[config.mk]
export PLATFORM = sky130hd
export DESIGN_NAME = format_spec_option_parser
export DESIGN_NICKNAME = d
export VERILOG_FILES = /design/src/rtl/fsop_pkg.sv /design/src/rtl/fsop_sat_acc.sv /design/src/rtl/fsop_step.sv /design/src/rtl/format_spec_option_parser.sv
export SDC_FILE = /design/constraint.sdc
export NUM_CORES = 1
export LEC_CHECK = 0
export ABC_AREA = 0
export BUFFER_PORTS_ARGS = -buffer_cell sky130_fd_sc_hd__buf_2
export CAP_MARGIN = 20
export CORE_MARGIN = 2
export CORE_UTILIZATION = 51
export CTS_BUF_LIST = sky130_fd_sc_hd__clkbuf_8
export DETAILED_ROUTE_END_ITERATION = 10
export PLACE_DENSITY = 0.82
export SLEW_MARGIN = 40
export SYNTH_ARGS = -nofsm -noshare
export SYNTH_HDL_FRONTEND = slang
export SYNTH_SLANG_ARGS = --single-unit
[constraint.sdc]
create_clock -name clk -period 10.9 [get_ports clk]
set_clock_uncertainty 0.15 [all_clocks]
set_input_delay 0.545 -clock clk [delete_from_list [all_inputs] [get_ports clk]]
set_output_delay 0.545 -clock clk [all_outputs]
set_load 0.01 [all_outputs]
[src/rtl/fsop_pkg.sv]
// shared types, character codes and helpers for the format specifier option parser
package fsop_pkg;

  typedef enum logic [3:0] {
    PH_STAR1   = 4'd0,
    PH_FLAGS1  = 4'd1,
    PH_WSTART  = 4'd2,
    PH_WDIGITS = 4'd3,
    PH_PSTART  = 4'd4,
    PH_PDIGITS = 4'd5,
    PH_LEN     = 4'd6,
    PH_FLAGS2  = 4'd7,
    PH_STAR2   = 4'd8,
    PH_STOP    = 4'd9
  } phase_t;

  localparam int NUM_PHASES = 10;

  // character codes
  localparam logic [7:0] CH_STAR   = 8'h2A;
  localparam logic [7:0] CH_SHARP  = 8'h23;
  localparam logic [7:0] CH_ZERO   = 8'h30;
  localparam logic [7:0] CH_ONE    = 8'h31;
  localparam logic [7:0] CH_NINE   = 8'h39;
  localparam logic [7:0] CH_PLUS   = 8'h2B;
  localparam logic [7:0] CH_MINUS  = 8'h2D;
  localparam logic [7:0] CH_SPACE  = 8'h20;
  localparam logic [7:0] CH_DOT    = 8'h2E;
  localparam logic [7:0] CH_LOW_H  = 8'h68;
  localparam logic [7:0] CH_LOW_L  = 8'h6C;
  localparam logic [7:0] CH_UP_L   = 8'h4C;
  localparam logic [7:0] CH_LOW_J  = 8'h6A;
  localparam logic [7:0] CH_LOW_Z  = 8'h7A;

  // flag bit positions
  localparam int FL_SHARP = 0;
  localparam int FL_ZERO  = 1;
  localparam int FL_PLUS  = 2;
  localparam int FL_MINUS = 3;
  localparam int FL_SPACE = 4;

  // modifier levels
  localparam logic [1:0] LVL_NONE   = 2'd0;
  localparam logic [1:0] LVL_SINGLE = 2'd1;
  localparam logic [1:0] LVL_DOUBLE = 2'd2;

  // result field widths
  localparam int CH_W      = 8;
  localparam int FLAGS_W   = 5;
  localparam int FIELD_W   = 16;
  localparam int LVL_W     = 2;
  localparam int OUT_BITS  = CH_W + FLAGS_W + 2 * FIELD_W + 1 + 2 * LVL_W + 4;
  localparam int OUT_TDATA_W = ((OUT_BITS + 7) / 8) * 8;

  typedef struct packed {
    phase_t             phase;
    logic [FLAGS_W-1:0] flags;
    logic               prec_seen;
    logic [LVL_W-1:0]   short_lvl;
    logic [LVL_W-1:0]   long_lvl;
    logic               intmax;
    logic               sizet;
    logic               pend_h;
    logic               pend_l;
    logic               star_first;
    logic               star_last;
  } ctl_t;

  localparam ctl_t CTL_RESET = '{
    phase:      PH_STAR1,
    flags:      '0,
    prec_seen:  1'b0,
    short_lvl:  LVL_NONE,
    long_lvl:   LVL_NONE,
    intmax:     1'b0,
    sizet:      1'b0,
    pend_h:     1'b0,
    pend_l:     1'b0,
    star_first: 1'b0,
    star_last:  1'b0
  };

  function automatic logic [FLAGS_W-1:0] flag_bit(input logic [7:0] ch);
    logic [FLAGS_W-1:0] f;
    f = '0;
    case (ch)
      CH_SHARP: f[FL_SHARP] = 1'b1;
      CH_ZERO:  f[FL_ZERO]  = 1'b1;
      CH_PLUS:  f[FL_PLUS]  = 1'b1;
      CH_MINUS: f[FL_MINUS] = 1'b1;
      CH_SPACE: f[FL_SPACE] = 1'b1;
      default:  f = '0;
    endcase
    return f;
  endfunction

  function automatic logic is_digit(input logic [7:0] ch);
    return (ch >= CH_ZERO) && (ch <= CH_NINE);
  endfunction

endpackage

[src/rtl/fsop_sat_acc.sv]
// saturating decimal accumulate: acc * 10 + digit, clamped to all ones
module fsop_sat_acc #(
  parameter int VALUE_BITS = 16
) (
  input  logic [VALUE_BITS-1:0] acc,
  input  logic [3:0]            digit,
  output logic [VALUE_BITS-1:0] result
);

  logic [VALUE_BITS+3:0] sum;

  always_comb begin
    // times ten as shift and add
    sum = {1'b0, acc, 3'b000} + {3'b000, acc, 1'b0} + {{VALUE_BITS{1'b0}}, digit};
    if (sum[VALUE_BITS+3:VALUE_BITS] != 4'd0) begin
      result = {VALUE_BITS{1'b1}};
    end else begin
      result = sum[VALUE_BITS-1:0];
    end
  end

endmodule

[src/rtl/fsop_step.sv]
// one character of parsing: phase skip, field update and result assembly
module fsop_step #(
  parameter int VALUE_BITS = 16
) (
  input  fsop_pkg::ctl_t                    cur_ctl,
  input  logic [VALUE_BITS-1:0]             cur_width,
  input  logic [VALUE_BITS-1:0]             cur_prec,
  input  logic [7:0]                        ch,
  input  logic                              start,
  output fsop_pkg::ctl_t                    nxt_ctl,
  output logic [VALUE_BITS-1:0]             nxt_width,
  output logic [VALUE_BITS-1:0]             nxt_prec,
  output logic                              res_valid,
  output logic [fsop_pkg::OUT_TDATA_W-1:0]  res_data
);

  fsop_pkg::ctl_t        base;
  logic [VALUE_BITS-1:0] base_width;
  logic [VALUE_BITS-1:0] base_prec;
  logic [VALUE_BITS-1:0] width_sat;
  logic [VALUE_BITS-1:0] prec_sat;
  logic [fsop_pkg::NUM_PHASES-1:0] match;
  logic [3:0]            p;
  logic [3:0]            q;
  logic [fsop_pkg::FLAGS_W-1:0] fl;
  logic [VALUE_BITS+15:0] width_ext;
  logic [VALUE_BITS+15:0] prec_ext;
  fsop_pkg::ctl_t        upd;

  always_comb begin
    if (start) begin
      base       = fsop_pkg::CTL_RESET;
      base_width = '0;
      base_prec  = {{(VALUE_BITS-1){1'b0}}, 1'b1};
    end else begin
      base       = cur_ctl;
      base_width = cur_width;
      base_prec  = cur_prec;
    end
  end

  fsop_sat_acc #(.VALUE_BITS(VALUE_BITS)) u_width_acc (
    .acc    (base_width),
    .digit  (ch[3:0]),
    .result (width_sat)
  );

  fsop_sat_acc #(.VALUE_BITS(VALUE_BITS)) u_prec_acc (
    .acc    (base_prec),
    .digit  (ch[3:0]),
    .result (prec_sat)
  );

  // which phases would consume this character
  always_comb begin
    match = '0;
    match[fsop_pkg::PH_STAR1]   = (ch == fsop_pkg::CH_STAR);
    match[fsop_pkg::PH_FLAGS1]  = (fsop_pkg::flag_bit(ch) != '0);
    match[fsop_pkg::PH_WSTART]  = (ch >= fsop_pkg::CH_ONE) && (ch <= fsop_pkg::CH_NINE);
    // a digit run only goes on from its own phase; its start phase skips past it
    match[fsop_pkg::PH_WDIGITS] = fsop_pkg::is_digit(ch) &&
                                  (base.phase == fsop_pkg::PH_WDIGITS);
    match[fsop_pkg::PH_PSTART]  = (ch == fsop_pkg::CH_DOT);
    match[fsop_pkg::PH_PDIGITS] = fsop_pkg::is_digit(ch) &&
                                  (base.phase == fsop_pkg::PH_PDIGITS);
    match[fsop_pkg::PH_LEN]     = (ch == fsop_pkg::CH_LOW_H) || (ch == fsop_pkg::CH_LOW_L) ||
                                  (ch == fsop_pkg::CH_UP_L) || (ch == fsop_pkg::CH_LOW_J) ||
                                  (ch == fsop_pkg::CH_LOW_Z);
    match[fsop_pkg::PH_FLAGS2]  = match[fsop_pkg::PH_FLAGS1];
    match[fsop_pkg::PH_STAR2]   = match[fsop_pkg::PH_STAR1];
    match[fsop_pkg::PH_STOP]    = 1'b1;
  end

  // first consuming phase at or after the current one; stop always consumes
  always_comb begin
    p = base.phase;
    q = fsop_pkg::PH_STOP;
    for (int i = fsop_pkg::NUM_PHASES - 1; i >= 0; i--) begin
      if ((4'(i) >= p) && match[i]) begin
        q = 4'(i);
      end
    end
  end

  always_comb begin
    upd       = base;
    nxt_width = base_width;
    nxt_prec  = base_prec;
    fl        = base.flags;
    // leaving a flag group without consuming applies cancellation
    if (((p <= fsop_pkg::PH_FLAGS1) && (q > fsop_pkg::PH_FLAGS1)) ||
        ((p <= fsop_pkg::PH_FLAGS2) && (q > fsop_pkg::PH_FLAGS2))) begin
      if (fl[fsop_pkg::FL_MINUS]) begin
        fl[fsop_pkg::FL_ZERO] = 1'b0;
      end
      if (fl[fsop_pkg::FL_PLUS]) begin
        fl[fsop_pkg::FL_SPACE] = 1'b0;
      end
    end
    upd.flags = fl;
    if ((p <= fsop_pkg::PH_LEN) && (q > fsop_pkg::PH_LEN)) begin
      upd.pend_h = 1'b0;
      upd.pend_l = 1'b0;
    end
    upd.phase = fsop_pkg::phase_t'(q);
    unique case (fsop_pkg::phase_t'(q))
      fsop_pkg::PH_STAR1: begin
        upd.star_first = 1'b1;
        upd.phase      = fsop_pkg::PH_FLAGS1;
      end
      fsop_pkg::PH_FLAGS1, fsop_pkg::PH_FLAGS2: begin
        upd.flags = fl | fsop_pkg::flag_bit(ch);
      end
      fsop_pkg::PH_WSTART: begin
        nxt_width = {{(VALUE_BITS-4){1'b0}}, ch[3:0]};
        upd.phase = fsop_pkg::PH_WDIGITS;
      end
      fsop_pkg::PH_WDIGITS: begin
        nxt_width = width_sat;
      end
      fsop_pkg::PH_PSTART: begin
        upd.prec_seen = 1'b1;
        nxt_prec      = '0;
        upd.phase     = fsop_pkg::PH_PDIGITS;
      end
      fsop_pkg::PH_PDIGITS: begin
        nxt_prec = prec_sat;
      end
      fsop_pkg::PH_LEN: begin
        case (ch)
          fsop_pkg::CH_LOW_H: begin
            upd.pend_l = 1'b0;
            if (base.pend_h) begin
              upd.short_lvl = fsop_pkg::LVL_DOUBLE;
              upd.pend_h    = 1'b0;
            end else begin
              upd.short_lvl = fsop_pkg::LVL_SINGLE;
              upd.pend_h    = 1'b1;
            end
          end
          fsop_pkg::CH_LOW_L: begin
            upd.pend_h = 1'b0;
            if (base.pend_l) begin
              upd.long_lvl = fsop_pkg::LVL_DOUBLE;
              upd.pend_l   = 1'b0;
            end else begin
              upd.long_lvl = fsop_pkg::LVL_SINGLE;
              upd.pend_l   = 1'b1;
            end
          end
          fsop_pkg::CH_UP_L: begin
            upd.pend_h   = 1'b0;
            upd.pend_l   = 1'b0;
            upd.long_lvl = fsop_pkg::LVL_DOUBLE;
          end
          fsop_pkg::CH_LOW_J: begin
            upd.pend_h = 1'b0;
            upd.pend_l = 1'b0;
            upd.intmax = 1'b1;
          end
          default: begin
            upd.pend_h = 1'b0;
            upd.pend_l = 1'b0;
            upd.sizet  = 1'b1;
          end
        endcase
      end
      fsop_pkg::PH_STAR2: begin
        upd.star_last = 1'b1;
        upd.phase     = fsop_pkg::PH_STOP;
      end
      default: begin
        upd.phase = fsop_pkg::PH_STOP;
      end
    endcase
  end

  assign res_valid = (q == fsop_pkg::PH_STOP);

  // field values are cut or zero extended to the 16 bit result fields
  assign width_ext = {16'd0, base_width};
  assign prec_ext  = {16'd0, base_prec};

  always_comb begin
    res_data = '0;
    res_data[fsop_pkg::OUT_BITS-1:0] = {
      upd.star_last, upd.star_first, upd.sizet, upd.intmax,
      upd.long_lvl, upd.short_lvl, upd.prec_seen,
      prec_ext[15:0], width_ext[15:0], upd.flags, ch
    };
  end

  always_comb begin
    if (res_valid) begin
      nxt_ctl = fsop_pkg::CTL_RESET;
    end else begin
      nxt_ctl = upd;
    end
  end

endmodule

[src/rtl/format_spec_option_parser.sv]
// top level of the format specifier option parser: input, state and result registers
//
// Usage: send the characters that follow a percent sign on the in_ stream, one
// transfer each. in_tdata carries the character, in_tuser marks the first
// character of a specifier and clears the parse state before it is handled.
// Characters that are consumed give no output; the first character that is not
// consumed (the conversion letter, a NUL or anything unexpected) gives one
// transfer on the out_ stream with all parsed fields, and the parser returns
// to its initial state so the next character starts a new specifier.
// A result passes through the input register, then the parse logic into the
// result register.
// Throughput: one character per cycle while no result waits for a full output
// register, set by the single parse step between the input register and the
// state and result registers.
// Reset (rst_n low, synchronous) empties both registers and returns the parse
// state to its initial values. When the receiver holds out_tready low the
// result stays in the output register; characters that produce no result keep
// flowing, and one that would produce a result waits in the input register,
// after which in_tready drops until the output register frees.
module format_spec_option_parser #(
  parameter int VALUE_BITS = 16
) (
  input  logic        clk,
  input  logic        rst_n,
  input  logic        in_tvalid,
  output logic        in_tready,
  input  logic [7:0]  in_tdata,   // [7:0] ch
  input  logic        in_tuser,   // [0] start_req
  output logic        out_tvalid,
  input  logic        out_tready,
  // [7:0] stop_char, [12:8] flag_bits, [28:13] min_width,
  // [44:29] precision_value, [45] precision_given, [47:46] short_level,
  // [49:48] long_level, [50] intmax_mod, [51] sizet_mod, [52] star_before,
  // [53] star_after, [55:54] zero
  output logic [fsop_pkg::OUT_TDATA_W-1:0] out_tdata
);

  logic                  in_valid_r;
  logic [7:0]            in_ch_r;
  logic                  in_start_r;
  fsop_pkg::ctl_t        ctl_r;
  fsop_pkg::ctl_t        ctl_nxt;
  logic [VALUE_BITS-1:0] width_r;
  logic [VALUE_BITS-1:0] width_nxt;
  logic [VALUE_BITS-1:0] prec_r;
  logic [VALUE_BITS-1:0] prec_nxt;
  logic                  out_valid_r;
  logic [fsop_pkg::OUT_TDATA_W-1:0] out_data_r;
  logic [fsop_pkg::OUT_TDATA_W-1:0] res_data;
  logic                  res_valid;
  logic                  out_free;
  logic                  advance;
  logic [VALUE_BITS-1:0] width_fin;
  logic [VALUE_BITS-1:0] prec_fin;

  fsop_step #(.VALUE_BITS(VALUE_BITS)) u_step (
    .cur_ctl   (ctl_r),
    .cur_width (width_r),
    .cur_prec  (prec_r),
    .ch        (in_ch_r),
    .start     (in_start_r),
    .nxt_ctl   (ctl_nxt),
    .nxt_width (width_nxt),
    .nxt_prec  (prec_nxt),
    .res_valid (res_valid),
    .res_data  (res_data)
  );

  assign out_free  = !out_valid_r || out_tready;
  assign advance   = in_valid_r && (out_free || !res_valid);
  assign in_tready = !in_valid_r || advance;

  // a finished specifier restarts the accumulators from their initial values
  assign width_fin = res_valid ? '0 : width_nxt;
  assign prec_fin  = res_valid ? {{(VALUE_BITS-1){1'b0}}, 1'b1} : prec_nxt;

  always_ff @(posedge clk) begin
    if (!rst_n) begin
      in_valid_r <= 1'b0;
    end else if (in_tready) begin
      in_valid_r <= in_tvalid;
    end
  end

  always_ff @(posedge clk) begin
    if (in_tready && in_tvalid) begin
      in_ch_r    <= in_tdata;
      in_start_r <= in_tuser;
    end
  end

  always_ff @(posedge clk) begin
    if (!rst_n) begin
      ctl_r   <= fsop_pkg::CTL_RESET;
      width_r <= '0;
      prec_r  <= {{(VALUE_BITS-1){1'b0}}, 1'b1};
    end else if (advance) begin
      ctl_r   <= ctl_nxt;
      width_r <= width_fin;
      prec_r  <= prec_fin;
    end
  end

  always_ff @(posedge clk) begin
    if (!rst_n) begin
      out_valid_r <= 1'b0;
    end else if (out_free) begin
      out_valid_r <= advance && res_valid;
    end
  end

  always_ff @(posedge clk) begin
    if (advance && res_valid) begin
      out_data_r <= res_data;
    end
  end

  assign out_tvalid = out_valid_r;
  assign out_tdata  = out_data_r;

endmodule

==> metrics.txt <==
TritonCTS clock tree built; GRT Overall Usage 0.236; CP Cell Sequence buf_4 > inv_1 > nand2_1 > fa_1 > inv_1 > fa_1 > a21o_1 > a311o_1 > a21oi_1 > o2bb2ai_1 > o211a_1 > o2111ai_1 > buf_4 > or3_1 > a22o_1; placed inst area about 0.0073 mm2; placed cell count slightly below 900; Fin Hold WS 120 ps; Post-Route WL ~16,000 um; largest net degree at the start of global routing between 50 and 60; Hold Crit Class in -> reg; Synth Cell Area slightly below 0.007 mm2; share of cells above drive strength 1 0.167; Fin Setup TNS 0 ps; clk sinks about 120; Worst EP arrival just over 5000 ps; CP peak stage delay 600 ps; Final Util 0.587; die area 0.0144 mm2; CP Data Required Time 11,100 ps; Gate Count Post-Synth about 660; Via-to-Cell Ratio 6.09; Final Cycle Share 0.450; CTS Buffer Depth 2; setup repair after global routing missed its margin no; # resized after CTS 0; I/O Pins 71; post-DP HPWL between 10,000 and 15,000 um; IO Port Bufs between 60 and 70; Initial DRC Count 520; gr ovfl total 0; htree depth 4; pwr dens 127 mW/mm2; DR DRC count 0; number of synthesized flops with an enable pin 63; number of synthesis warnings 0; FMAX between 0.2 and 0.25 GHz; Startpoint Class register; Max VDD drop between 0.06 and 0.07 mV; FP Rows 42; Crit Path Class reg -> reg; area leader, netlist edfxtp_1; fin cells between 900 and 1,000; Synth area leaders edfxtp_1 28%, dfxtp_1 16%, ha_1 11%; Worst-Margin Slew approximately 870 ps; Detailed Routing Iterations Pass 1 5; GPL Wtd Cong 0.920; vias approximately 5,600; worst setup margin 6000 ps; final antenna-violating net count 0; FILL cells ~1,100; Yosys cell types a little under 80; Layout Area Growth over Synthesis 12.7%; leak pwr about 3.3 nW; Hold-fix buffers, CTS 0; worst-skew pair later-pin latency about 450 ps; register bit count reported by yosys between 100 and 150; most common cell in the netlist edfxtp_1; width of the die around 120 um; first-pass GRT wire length around 27,000 um; Async SR Flop Fraction 0; CP Capture Type register; number of max-cap violations 0; Final setup violation count 0; synth cell count leaders 63 x edfxtp_1, 62 x ha_1, 54 x dfxtp_1; slowest CP cell inv_1; CTS clock-pin slew for the worst setup and hold paths 80 ps; clk root buf clkbuf_8; fin. max-slew vios 0; R2R setup slack between 5000 and 6000 ps; Slew HR 0.421; initial antenna violation count 0; number of CTS-inserted buffers 17; post-synthesis sequential area ratio 0.433; Place WS around 6000 ps; antenna cells 0; CP Max Fanout 44; post-CTS setup buffer count 0; most used flip-flop cell after synthesis edfxtp_1; Die H ~120 um; Core Footprint 0.0132 mm2; final hold violation count 0; vias in the first global route approximately 5,500; routed len/inst ~18 um; area share of the largest cell type after synthesis 0.275; post-route design area 0.00774 mm2; Avg Cell Area, Syn ~10 um2; total power slightly below 1 mW; NumNets Final 803; status complete, no violations; min cycle time layout ~5000 ps; Initial Utilization 0.521
placed cells by master, fill, tap and decap left out, types with 5 or more instances in the layout:
cell type | synthesis | routed
nand2b_1 | 7 | 7
xor2_1 | 11 | 11
o21a_1 | 7 | 7
clkbuf_8 | 0 | 17
a21oi_1 | 35 | 35
o32ai_1 | 5 | 5
inv_1 | 17 | 17
ha_1 | 62 | 62
o21ai_0 | 23 | 23
nand3b_1 | 5 | 5
nor2b_1 | 50 | 50
a211o_1 | 9 | 9
a21boi_0 | 5 | 5
edfxtp_1 | 63 | 63
dfxtp_1 | 54 | 54
a21o_1 | 11 | 11
nand3_1 | 9 | 9
nor2_1 | 51 | 50
nand2_1 | 36 | 36
o22ai_1 | 5 | 5
nor3_1 | 10 | 9
a22o_1 | 6 | 6
xnor2_1 | 10 | 10
mux2i_1 | 5 | 5
nand4_1 | 9 | 9
a22oi_1 | 14 | 14
o2bb2ai_1 | 17 | 17
and2_1 | 6 | 6
or3_1 | 6 | 6
buf_2 | 9 | 68
registers in the layout, summed over array words and instances, names as in the netlist:
| register | flops |
|---|---|
| prec_r | 16 |
| in_start_r | 1 |
| in_valid_r | 1 |
| out_tvalid | 1 |
| out_tdata | 54 |
| ctl_r | 20 |
| width_r | 16 |
| in_ch_r | 8 |
kinds of logic after synthesis:
logic type / Yosys count / share of synthesized area
AND/OR/NAND/NOR: 220 / 0.176
other: 1 / 0.000546
multiplexers: 5 / 0.00728
flip-flops: 117 / 0.433
adder cells (fa/ha/maj): 66 / 0.125
XOR/XNOR: 21 / 0.0268
buffers and inverters: 49 / 0.0339
AO/OA/AOI/OAI: 185 / 0.198
routing by layer:
layer	up-vias	share of wire	wire (um)	track usage
li1	2638	-	-	-
met1	2627	0.44	7150	0.303
met2	245	0.46	7560	0.374
met3	48	0.069	1130	0.0518
met4	0	0.030	482	0.118
met5	-	0	0	0
layout make-up:
type	instances	area, um2	area share
clock buffer	17	234	0.0302
tap	176	220	0.0284
clock inverter	15	201	0.0260
multi-input combinational	499	3680	0.475
sequential	117	2970	0.384
inverter	17	63.8	0.00824
timing repair buffer	72	370	0.0478
path summary, 6_finish.rpt:
check / from / end / cells past startpoint
worst min-delay path: in_tdata[0] / in_ch_r[0] / 1
worst max register to register: in_start_r / prec_r[2] / 15
worst min register to register: width_r[2] / width_r[2] / 1
worst max-delay path: in_start_r / prec_r[2] / 15
critical path, delay by kind of cell (launching register included):
family,cells,cell delay [ps]
AND/OR/NAND/NOR,2,560
buffers and inverters,4,1170
flip-flops,1,360
AO/OA/AOI/OAI,7,1550
adder cells (fa/ha/maj),2,1000
power breakdown:
group	leakage, nW	internal [mW]	switching (mW)
Clock	0.215	0.251	0.190
Combinational	2.02	0.0186	0.0384
Sequential	1.05	0.476	0.00923
Total	3.28	0.745	0.238
Power figures use the tool's default switching activity.
